--- config.mk ---
export PLATFORM = sky130hd
export DESIGN_NAME = line_pixel_rasterizer
export DESIGN_NICKNAME = d
export VERILOG_FILES = /design/src/rtl/lpr_pkg.sv /design/src/rtl/lpr_front.sv /design/src/rtl/lpr_fifo.sv /design/src/rtl/lpr_back.sv /design/src/rtl/line_pixel_rasterizer.sv
export SDC_FILE = /design/constraint.sdc
export NUM_CORES = 1
export LEC_CHECK = 0
export ABC_AREA = 1
export BUFFER_PORTS_ARGS = -buffer_cell sky130_fd_sc_hd__buf_2
export CAP_MARGIN = 20
export CORE_MARGIN = 2
export CORE_UTILIZATION = 54
export CTS_BUF_LIST = sky130_fd_sc_hd__clkbuf_4
export CTS_CLUSTER_DIAMETER = 150
export DETAILED_ROUTE_END_ITERATION = 8
export GPL_ROUTABILITY_DRIVEN = 0
export PLACE_DENSITY = 0.73
export SLEW_MARGIN = 15
export SYNTH_ARGS = -nofsm -noshare
export SYNTH_HDL_FRONTEND = slang
export SYNTH_HIERARCHICAL = 1
export SYNTH_SLANG_ARGS = --single-unit
--- constraint.sdc ---
create_clock -name clk_i -period 6.5 [get_ports clk_i]
set_clock_uncertainty 0.1 [all_clocks]
set_input_delay 1.3 -clock clk_i [delete_from_list [all_inputs] [get_ports clk_i]]
set_output_delay 1.3 -clock clk_i [all_outputs]
set_load 0.02 [all_outputs]
--- src/rtl/lpr_pkg.sv ---
// ----------------------------------------------------------------------------
// lpr_pkg
// Types and constants shared by the line pixel rasterizer modules.
// ----------------------------------------------------------------------------
package lpr_pkg;

  localparam int COORD_BITS_DEF = 8;
  localparam int COLOR_W        = 16;
  localparam int CFG_W          = 8;
  localparam int CFG_IDX_W      = 1;
  localparam int FIFO_DEPTH     = 2;

  localparam logic [CFG_W-1:0] WIDTH_RST  = CFG_W'(128);
  localparam logic [CFG_W-1:0] HEIGHT_RST = CFG_W'(160);

  typedef enum logic {
    CMD_LOAD = 1'b0,
    CMD_STEP = 1'b1
  } cmd_e;

  typedef enum logic [CFG_IDX_W-1:0] {
    CFG_DISPLAY_WIDTH  = 1'b0,
    CFG_DISPLAY_HEIGHT = 1'b1
  } cfg_idx_e;

  typedef struct packed {
    logic active;
    logic on_screen;
  } out_flags_t;

  // Queue entry: kind, three coordinates, minor delta, minor direction, steep flag, color.
  function automatic int entry_width(int coord_bits);
    return 4 * coord_bits + COLOR_W + 3;
  endfunction

endpackage

--- src/rtl/lpr_front.sv ---
// ----------------------------------------------------------------------------
// lpr_front
// Accepts input transactions and prepares line setup for the queue.
// ----------------------------------------------------------------------------
module lpr_front import lpr_pkg::*; #(
  parameter int COORD_BITS = COORD_BITS_DEF,
  localparam int ENTRY_W   = entry_width(COORD_BITS),
  localparam int IN_DATA_W = ((4 * COORD_BITS + COLOR_W + 7) / 8) * 8
) (
  input  logic                 in_valid_i,
  output logic                 in_ready_o,
  input  logic [IN_DATA_W-1:0] in_data_i,
  input  cmd_e                 in_cmd_i,
  input  logic                 q_full_i,
  output logic                 q_push_o,
  output logic [ENTRY_W-1:0]   q_data_o
);

  localparam int C = COORD_BITS;

  typedef struct packed {
    cmd_e               kind;
    logic [C-1:0]       cur_major;
    logic [C-1:0]       cur_minor;
    logic [C-1:0]       end_major;
    logic [C-1:0]       delta_minor;
    logic               minor_down;
    logic               steep;
    logic [COLOR_W-1:0] color;
  } entry_t;

  logic [C-1:0] xa, ya, xb, yb;
  logic [C-1:0] adx, ady;
  logic [C-1:0] ma, na, mb, nb;
  logic [C-1:0] end_minor;
  logic         steep, swap;
  entry_t       entry;

  assign xa = in_data_i[C-1:0];
  assign ya = in_data_i[2*C-1:C];
  assign xb = in_data_i[3*C-1:2*C];
  assign yb = in_data_i[4*C-1:3*C];

  always_comb begin
    adx   = (xb > xa) ? xb - xa : xa - xb;
    ady   = (yb > ya) ? yb - ya : ya - yb;
    steep = ady > adx;
    ma    = steep ? ya : xa;
    na    = steep ? xa : ya;
    mb    = steep ? yb : xb;
    nb    = steep ? xb : yb;
    swap  = ma > mb;

    entry.kind        = in_cmd_i;
    entry.cur_major   = swap ? mb : ma;
    entry.cur_minor   = swap ? nb : na;
    entry.end_major   = swap ? ma : mb;
    end_minor         = swap ? na : nb;
    entry.delta_minor = steep ? adx : ady;
    entry.minor_down  = !(entry.cur_minor < end_minor);
    entry.steep       = steep;
    entry.color       = in_data_i[4*C+COLOR_W-1:4*C];
  end

  assign in_ready_o = !q_full_i;
  assign q_push_o   = in_valid_i && !q_full_i;
  assign q_data_o   = entry;

endmodule

--- src/rtl/lpr_fifo.sv ---
// ----------------------------------------------------------------------------
// lpr_fifo
// Small register queue between the front and the back of the rasterizer.
// ----------------------------------------------------------------------------
module lpr_fifo import lpr_pkg::*; #(
  parameter int WIDTH = entry_width(COORD_BITS_DEF),
  parameter int DEPTH = FIFO_DEPTH
) (
  input  logic             clk_i,
  input  logic             rst_ni,
  input  logic             push_i,
  input  logic [WIDTH-1:0] data_i,
  output logic             full_o,
  input  logic             pop_i,
  output logic             valid_o,
  output logic [WIDTH-1:0] data_o
);

  localparam int PTR_W = (DEPTH > 1) ? $clog2(DEPTH) : 1;
  localparam int CNT_W = $clog2(DEPTH + 1);

  logic [WIDTH-1:0] mem_q [DEPTH];
  logic [PTR_W-1:0] wr_ptr_q, wr_ptr_d, rd_ptr_q, rd_ptr_d;
  logic [CNT_W-1:0] cnt_q, cnt_d;

  always_comb begin
    wr_ptr_d = wr_ptr_q;
    rd_ptr_d = rd_ptr_q;
    cnt_d    = cnt_q;
    if (push_i) begin
      wr_ptr_d = (wr_ptr_q == PTR_W'(DEPTH - 1)) ? '0 : wr_ptr_q + PTR_W'(1);
    end
    if (pop_i) begin
      rd_ptr_d = (rd_ptr_q == PTR_W'(DEPTH - 1)) ? '0 : rd_ptr_q + PTR_W'(1);
    end
    unique case ({push_i, pop_i})
      2'b10:   cnt_d = cnt_q + CNT_W'(1);
      2'b01:   cnt_d = cnt_q - CNT_W'(1);
      default: cnt_d = cnt_q;
    endcase
  end

  always_ff @(posedge clk_i or negedge rst_ni) begin
    if (!rst_ni) begin
      wr_ptr_q <= '0;
      rd_ptr_q <= '0;
      cnt_q    <= '0;
    end else begin
      wr_ptr_q <= wr_ptr_d;
      rd_ptr_q <= rd_ptr_d;
      cnt_q    <= cnt_d;
    end
  end

  always_ff @(posedge clk_i) begin
    if (push_i) begin
      mem_q[wr_ptr_q] <= data_i;
    end
  end

  assign full_o  = (cnt_q == CNT_W'(DEPTH));
  assign valid_o = (cnt_q != '0);
  assign data_o  = mem_q[rd_ptr_q];

endmodule

--- src/rtl/lpr_back.sv ---
// ----------------------------------------------------------------------------
// lpr_back
// Holds the line state, walks the line one pixel per step and registers
// each result for the output channel.
// ----------------------------------------------------------------------------
module lpr_back import lpr_pkg::*; #(
  parameter int COORD_BITS  = COORD_BITS_DEF,
  localparam int ENTRY_W    = entry_width(COORD_BITS),
  localparam int OUT_DATA_W = ((2 * COORD_BITS + COLOR_W + 7) / 8) * 8
) (
  input  logic                  clk_i,
  input  logic                  rst_ni,
  input  logic                  q_valid_i,
  input  logic [ENTRY_W-1:0]    q_data_i,
  output logic                  q_pop_o,
  input  logic [CFG_W-1:0]      width_i,
  input  logic [CFG_W-1:0]      height_i,
  output logic                  out_valid_o,
  input  logic                  out_ready_i,
  output logic [OUT_DATA_W-1:0] out_data_o,
  output out_flags_t            out_flags_o,
  output logic                  out_last_o
);

  localparam int C     = COORD_BITS;
  localparam int ERR_W = COORD_BITS + 2;
  localparam int CMP_W = (COORD_BITS > CFG_W) ? COORD_BITS : CFG_W;

  typedef struct packed {
    cmd_e               kind;
    logic [C-1:0]       cur_major;
    logic [C-1:0]       cur_minor;
    logic [C-1:0]       end_major;
    logic [C-1:0]       delta_minor;
    logic               minor_down;
    logic               steep;
    logic [COLOR_W-1:0] color;
  } entry_t;

  entry_t entry;

  logic [C-1:0]        cur_major_q, cur_major_d, cur_minor_q, cur_minor_d;
  logic [C-1:0]        end_major_q, end_major_d;
  logic [C-1:0]        delta_major_q, delta_major_d, delta_minor_q, delta_minor_d;
  logic signed [ERR_W-1:0] err_q, err_d, err_sub, err_add;
  logic                minor_down_q, minor_down_d, steep_q, steep_d;
  logic                active_q, active_d;
  logic [COLOR_W-1:0]  color_q, color_d;

  logic                  out_valid_q, out_valid_d;
  logic [OUT_DATA_W-1:0] out_data_q, out_data_d;
  out_flags_t            out_flags_q, out_flags_d;
  logic                  out_last_q, out_last_d;

  logic         out_free, do_load, do_step, fin, on_screen;
  logic [C-1:0] px, py, load_dmaj;

  assign entry    = q_data_i;
  assign out_free = !out_valid_q || out_ready_i;
  assign do_load  = q_valid_i && (entry.kind == CMD_LOAD);
  assign do_step  = q_valid_i && (entry.kind == CMD_STEP) && out_free;
  assign q_pop_o  = do_load || do_step;

  always_comb begin
    cur_major_d   = cur_major_q;
    cur_minor_d   = cur_minor_q;
    end_major_d   = end_major_q;
    delta_major_d = delta_major_q;
    delta_minor_d = delta_minor_q;
    err_d         = err_q;
    minor_down_d  = minor_down_q;
    steep_d       = steep_q;
    active_d      = active_q;
    color_d       = color_q;

    px        = steep_q ? cur_minor_q : cur_major_q;
    py        = steep_q ? cur_major_q : cur_minor_q;
    fin       = cur_major_q >= end_major_q;
    on_screen = (CMP_W'(px) < CMP_W'(width_i)) && (CMP_W'(py) < CMP_W'(height_i));
    err_sub   = err_q - $signed({2'b00, delta_minor_q});
    err_add   = err_sub + $signed({2'b00, delta_major_q});
    load_dmaj = entry.end_major - entry.cur_major;

    if (do_load) begin
      cur_major_d   = entry.cur_major;
      cur_minor_d   = entry.cur_minor;
      end_major_d   = entry.end_major;
      delta_major_d = load_dmaj;
      delta_minor_d = entry.delta_minor;
      err_d         = $signed({2'b00, load_dmaj >> 1});
      minor_down_d  = entry.minor_down;
      steep_d       = entry.steep;
      active_d      = 1'b1;
      color_d       = entry.color;
    end else if (do_step && active_q) begin
      if (fin) begin
        active_d = 1'b0;
      end else begin
        cur_major_d = cur_major_q + C'(1);
        if (err_sub < 0) begin
          cur_minor_d = minor_down_q ? cur_minor_q - C'(1) : cur_minor_q + C'(1);
          err_d       = err_add;
        end else begin
          err_d = err_sub;
        end
      end
    end

    out_valid_d = out_valid_q && !out_ready_i;
    out_data_d  = out_data_q;
    out_flags_d = out_flags_q;
    out_last_d  = out_last_q;
    if (do_step) begin
      out_valid_d = 1'b1;
      if (active_q) begin
        out_data_d            = OUT_DATA_W'({color_q, py, px});
        out_flags_d.active    = 1'b1;
        out_flags_d.on_screen = on_screen;
        out_last_d            = fin;
      end else begin
        out_data_d            = '0;
        out_flags_d.active    = 1'b0;
        out_flags_d.on_screen = 1'b0;
        out_last_d            = 1'b0;
      end
    end
  end

  always_ff @(posedge clk_i or negedge rst_ni) begin
    if (!rst_ni) begin
      cur_major_q   <= '0;
      cur_minor_q   <= '0;
      end_major_q   <= '0;
      delta_major_q <= '0;
      delta_minor_q <= '0;
      err_q         <= '0;
      minor_down_q  <= 1'b0;
      steep_q       <= 1'b0;
      active_q      <= 1'b0;
      color_q       <= '0;
      out_valid_q   <= 1'b0;
    end else begin
      cur_major_q   <= cur_major_d;
      cur_minor_q   <= cur_minor_d;
      end_major_q   <= end_major_d;
      delta_major_q <= delta_major_d;
      delta_minor_q <= delta_minor_d;
      err_q         <= err_d;
      minor_down_q  <= minor_down_d;
      steep_q       <= steep_d;
      active_q      <= active_d;
      color_q       <= color_d;
      out_valid_q   <= out_valid_d;
    end
  end

  always_ff @(posedge clk_i) begin
    out_data_q  <= out_data_d;
    out_flags_q <= out_flags_d;
    out_last_q  <= out_last_d;
  end

  assign out_valid_o = out_valid_q;
  assign out_data_o  = out_data_q;
  assign out_flags_o = out_flags_q;
  assign out_last_o  = out_last_q;

endmodule

--- src/rtl/line_pixel_rasterizer.sv ---
// ----------------------------------------------------------------------------
// line_pixel_rasterizer
// Bresenham line rasterizer: a load transaction sets up a line, and each step
// transaction passes through the queue and the output register before its
// pixel can be taken. Throughput is one transaction per cycle while the output
// is not stalled; the back end updates the error with a subtract, an add and
// a sign test, and a two-entry queue sits ahead of it.
// Reset is asynchronous: the line goes idle, width is 128 and height is 160.
// ----------------------------------------------------------------------------
module line_pixel_rasterizer import lpr_pkg::*; #(
  parameter int COORD_BITS  = COORD_BITS_DEF,
  localparam int IN_DATA_W  = ((4 * COORD_BITS + COLOR_W + 7) / 8) * 8,
  localparam int OUT_DATA_W = ((2 * COORD_BITS + COLOR_W + 7) / 8) * 8
) (
  input  logic                  clk_i,
  input  logic                  rst_ni,
  input  logic                  cfg_we_i,
  input  logic [CFG_IDX_W-1:0]  cfg_addr_i,
  input  logic [CFG_W-1:0]      cfg_wdata_i,
  input  logic                  s_axis_tvalid,
  output logic                  s_axis_tready,
  // x_start, y_start, x_end, y_end, color_in
  input  logic [IN_DATA_W-1:0]  s_axis_tdata,
  // cmd
  input  logic [0:0]            s_axis_tuser,
  output logic                  m_axis_tvalid,
  input  logic                  m_axis_tready,
  // pixel_x, pixel_y, color_out
  output logic [OUT_DATA_W-1:0] m_axis_tdata,
  // on_screen, active
  output out_flags_t            m_axis_tuser,
  output logic                  m_axis_tlast
);

  localparam int ENTRY_W = entry_width(COORD_BITS);

  logic [CFG_W-1:0]   width_q, height_q;
  logic               q_push, q_full, q_pop, q_valid;
  logic [ENTRY_W-1:0] q_wdata, q_rdata;

  always_ff @(posedge clk_i or negedge rst_ni) begin
    if (!rst_ni) begin
      width_q  <= WIDTH_RST;
      height_q <= HEIGHT_RST;
    end else if (cfg_we_i) begin
      unique case (cfg_idx_e'(cfg_addr_i))
        CFG_DISPLAY_WIDTH:  width_q  <= cfg_wdata_i;
        CFG_DISPLAY_HEIGHT: height_q <= cfg_wdata_i;
      endcase
    end
  end

  lpr_front #(
    .COORD_BITS (COORD_BITS)
  ) u_front (
    .in_valid_i (s_axis_tvalid),
    .in_ready_o (s_axis_tready),
    .in_data_i  (s_axis_tdata),
    .in_cmd_i   (cmd_e'(s_axis_tuser)),
    .q_full_i   (q_full),
    .q_push_o   (q_push),
    .q_data_o   (q_wdata)
  );

  lpr_fifo #(
    .WIDTH (ENTRY_W),
    .DEPTH (FIFO_DEPTH)
  ) u_fifo (
    .clk_i   (clk_i),
    .rst_ni  (rst_ni),
    .push_i  (q_push),
    .data_i  (q_wdata),
    .full_o  (q_full),
    .pop_i   (q_pop),
    .valid_o (q_valid),
    .data_o  (q_rdata)
  );

  lpr_back #(
    .COORD_BITS (COORD_BITS)
  ) u_back (
    .clk_i       (clk_i),
    .rst_ni      (rst_ni),
    .q_valid_i   (q_valid),
    .q_data_i    (q_rdata),
    .q_pop_o     (q_pop),
    .width_i     (width_q),
    .height_i    (height_q),
    .out_valid_o (m_axis_tvalid),
    .out_ready_i (m_axis_tready),
    .out_data_o  (m_axis_tdata),
    .out_flags_o (m_axis_tuser),
    .out_last_o  (m_axis_tlast)
  );

endmodule

==> run_results.csv <==
group,metric,value,unit
worst_setup_path,worstReg2RegStart,"u_fifo/rd_ptr_q$_DFFE_PN0P_",
clock_network,clock_path_buffers,3,
worst_setup_path,cpLargestDelayFamily,"compound AO/OA/AOI/OAI gates",
placed_design,dpl.hpwl,22700,um
timing,fin_setup_tns,0,ps
clock_network,hold_buffers,0,
final_layout,drive_above_1_share,0.142,
clock_network,cts_root_buf,"clkbuf_4",
detailed_routing,via_per_inst,5.12,
yosys,synth_fp_nets,1887,
die,coreArea,25900,sq um
timing,min_period_over_period,0.916,
global_routing,grt_pass1_wl,51500,um
placed_design,pre_cts_ws,-133,ps
timing,whs,363,ps
timing,hold_viol_final,0,
yosys,synth_cells,1710,
outcome,status,"complete, no violations",
worst_setup_path,cp.arrival,6250,ps
yosys,synth_warnings,6,
yosys,synth_top_flop_cell,"edfxtp_1",
detailed_routing,ant_nets,0,
die,die_w,166,um
timing,setup_viol,0,
clock_network,cts.clk_slew.worst_paths,60,ps
timing,relSlewSlack,0.460,
detailed_routing,routed_wl,30900,um
yosys,synth_seq_cells,227,
worst_setup_path,r2r_end,"u_back/err_q[5]$_DFFE_PN0P_",
clock_network,clkSinkCount,227,
global_routing,grt_usage,0.225,
clock_network,htreeDepth,2,
global_routing,antenna_found_initial,1,
yosys,ys_seq_area_frac,0.449,
min_path,hold_depth,2,
timing,finalMaxSlewViolations,0,
final_layout,n_fill_cell,2262,
worst_setup_path,critPathKind,"input pin to flop",
detailed_routing,drt_iter0_drc,723,
global_routing,first_global_vias,10800,
min_path,hold-path-endpoint,"height_q[5]$_DFFE_PN1P_",
global_routing,gr-usage-met2,0.380,
worst_setup_path,r2r_cells,12,
yosys,yosys.cell_types.count,56,
timing,setup_slack,546,ps
final_layout,synthToLayoutAreaGrowth,10.3,%
global_routing,grt_util_met1,0.305,
worst_setup_path,start_kind,"input pin",
detailed_routing,wl_per_cell,14.0,um
worst_setup_path,path_common_cell,"nand2_1",
clock_network,cts_tree,"built",
yosys,synth_edf_count,137,
min_path,min-delay-start,"height_q[5]$_DFFE_PN1P_",
clock_network,clk_latency,670,ps
yosys,synth_area,14200,sq um
worst_setup_path,critPathMaxStageDelay,460,ps
die,dieArea,27600,sq um
timing,fmax,168,MHz
global_routing,grt_overflow,0,
detailed_routing,drc,0,
worst_setup_path,worstPathMaxFanout,38,
global_routing,busiest_layer,"met2",
placed_design,io_buffers,99,
worst_setup_path,cpMaxStageDelayCell,"o21ai_0",
timing,tightest_slew,810,ps
clock_network,cts_buffers,55,
die,die_height,166,um
clock_network,post_cts_buffers,0,
worst_setup_path,end_kind,"flop",
final_layout,nets,2000,
worst_setup_path,worst-path-buf-inv,5,
clock_network,cts_resized,0,
detailed_routing,drt_pass1_iterations,5,
worst_setup_path,required,6800,ps
yosys,async_flop_share,0.396,
global_routing,grt_max_degree,94,
die,row_count,59,
yosys,synth.avg_cell_area,8.29,sq um
min_path,min_path_type,"flop to flop",
die,initial_core_util,0.547,
detailed_routing,vias,11300,
timing,period_needed,5950,ps
global_routing,use_met3,0.0317,
worst_setup_path,ff2ff_setup_slack,3160,ps
die,top_level_ports,100,
flow_run,drv_cap,0,
timing,rsz0062_at_grt,"false",
-- cell usage in the layout (no fill, tap or decap), drive strengths merged, types with 75 or more instances in the layout --
master,instances
a21oi,75
buf,127
clkbuf,83
dfrtp,87
edfxtp,137
ha,106
inv,261
nand2,539
nand3,75
o21ai,183
-- tightest hold or removal path, cell delays in order (launching register included) --
cell	delay [ps]
dfstp_2	370
nand2_1	50
nand2_1	40
-- registers in the layout, summed over array words and instances (netlist names) --
signal                count
u_back/delta_minor_q      8
u_back/cur_major_q        8
u_fifo/rd_ptr_q           1
u_back/color_q           16
u_back/err_q             10
u_back/out_flags_o        2
width_q                   8
u_back/end_major_q        8
u_back/minor_down_q       1
u_fifo/mem_q            102
u_fifo/cnt_q              2
u_fifo/wr_ptr_q           1
height_q                  8
u_back/cur_minor_q        8
u_back/out_data_o        32
u_back/out_valid_o        1
u_back/steep_q            1
u_back/delta_major_q      8
u_back/out_last_o         1
u_back/active_q           1
-- synthesized netlist by cell type, types with 7 or more instances --
cell type  count  area [sq um]
a21oi_1       72           360
buf_1          8          30.0
buf_2         12          60.1
buf_4         23           173
buf_6         12           135
clkbuf_1      16          60.1
dfrtp_1       87          2180
edfxtp_1     137          4110
fa_1           8           160
ha_1         106          1330
inv_1        252           946
inv_2          7          26.3
nand2_1      527          1980
nand2_2        8          50.1
nand3_1       73           365
nand4_1       19           119
nor2_1        50           188
o21ai_0      163           816
o21ai_1       17          85.1
o221ai_1       8          70.1
xor2_1        32           280
-- area by class of cell --
class | count | area (sq um) | share of cell area
Multi-Input combinational cell | 1150 | 6370 | 0.407
Sequential cell | 227 | 6370 | 0.407
Clock buffer | 82 | 616 | 0.0394
Clock inverter | 22 | 119 | 0.00760
Inverter | 261 | 987 | 0.0631
Antenna cell | 1 | 2.50 | 0.000160
Timing Repair Buffer | 128 | 758 | 0.0485
Tap cell | 335 | 419 | 0.0268
-- stage by stage --
| stage | utilization | cell area, sq um | cells |
|---|---|---|---|
| floorplan | - | 14200 | 1710 |
| CTS | 0.603 | 15600 | 2204 |
| detailed placement | 0.574 | 14900 | 2100 |
| global placement | 0.574 | 14900 | 2100 |
| global route | 0.604 | 15600 | 2206 |
| finish | 0.604 | 15600 | 2206 |
-- worst max path at each step --
stage	start	endpoint	slack [ps]	cells past startpoint
finish	s_axis_tdata[10]	u_fifo/mem_q[1][17]$_DFFE_PP_	550	29
global route	s_axis_tdata[24]	u_fifo/mem_q[0][17]$_DFFE_PP_	70	40
CTS	s_axis_tdata[9]	u_fifo/mem_q[1][17]$_DFFE_PP_	600	29
detailed placement	s_axis_tdata[9]	u_fifo/mem_q[1][17]$_DFFE_PP_	-130	29
global placement	s_axis_tdata[10]	u_fifo/mem_q[0][17]$_DFFE_PP_	30	31
floorplan	s_axis_tdata[24]	u_fifo/mem_q[0][17]$_DFFE_PP_	300	39
-- logic make-up (layout without fill, tap and decap cells) --
group,after synthesis,count (layout),share of synthesized area
AOI/OAI and AO/OA,293,293,0.113
xor gates and xnor gates,37,37,0.0234
adders and majority gates,114,114,0.105
buffers and inverters,333,493,0.102
DFF,227,227,0.449
muxes,1,1,0.000706
other,0,1,0
and+or+nand+nor,705,705,0.206
-- per-layer routing --
layer  routed length (um)  vias to the layer above  part of all wire
li1                     -                     5802                 -
met1                13700                     5109              0.44
met2                14900                      324              0.48
met3                 1740                       52             0.056
met4                  544                        0             0.018
met5                    0                        -                 0
Power is left out: the tool's default activity adds up to more than one toggle a clock period on the data nets, which glitch-free logic cannot reach.
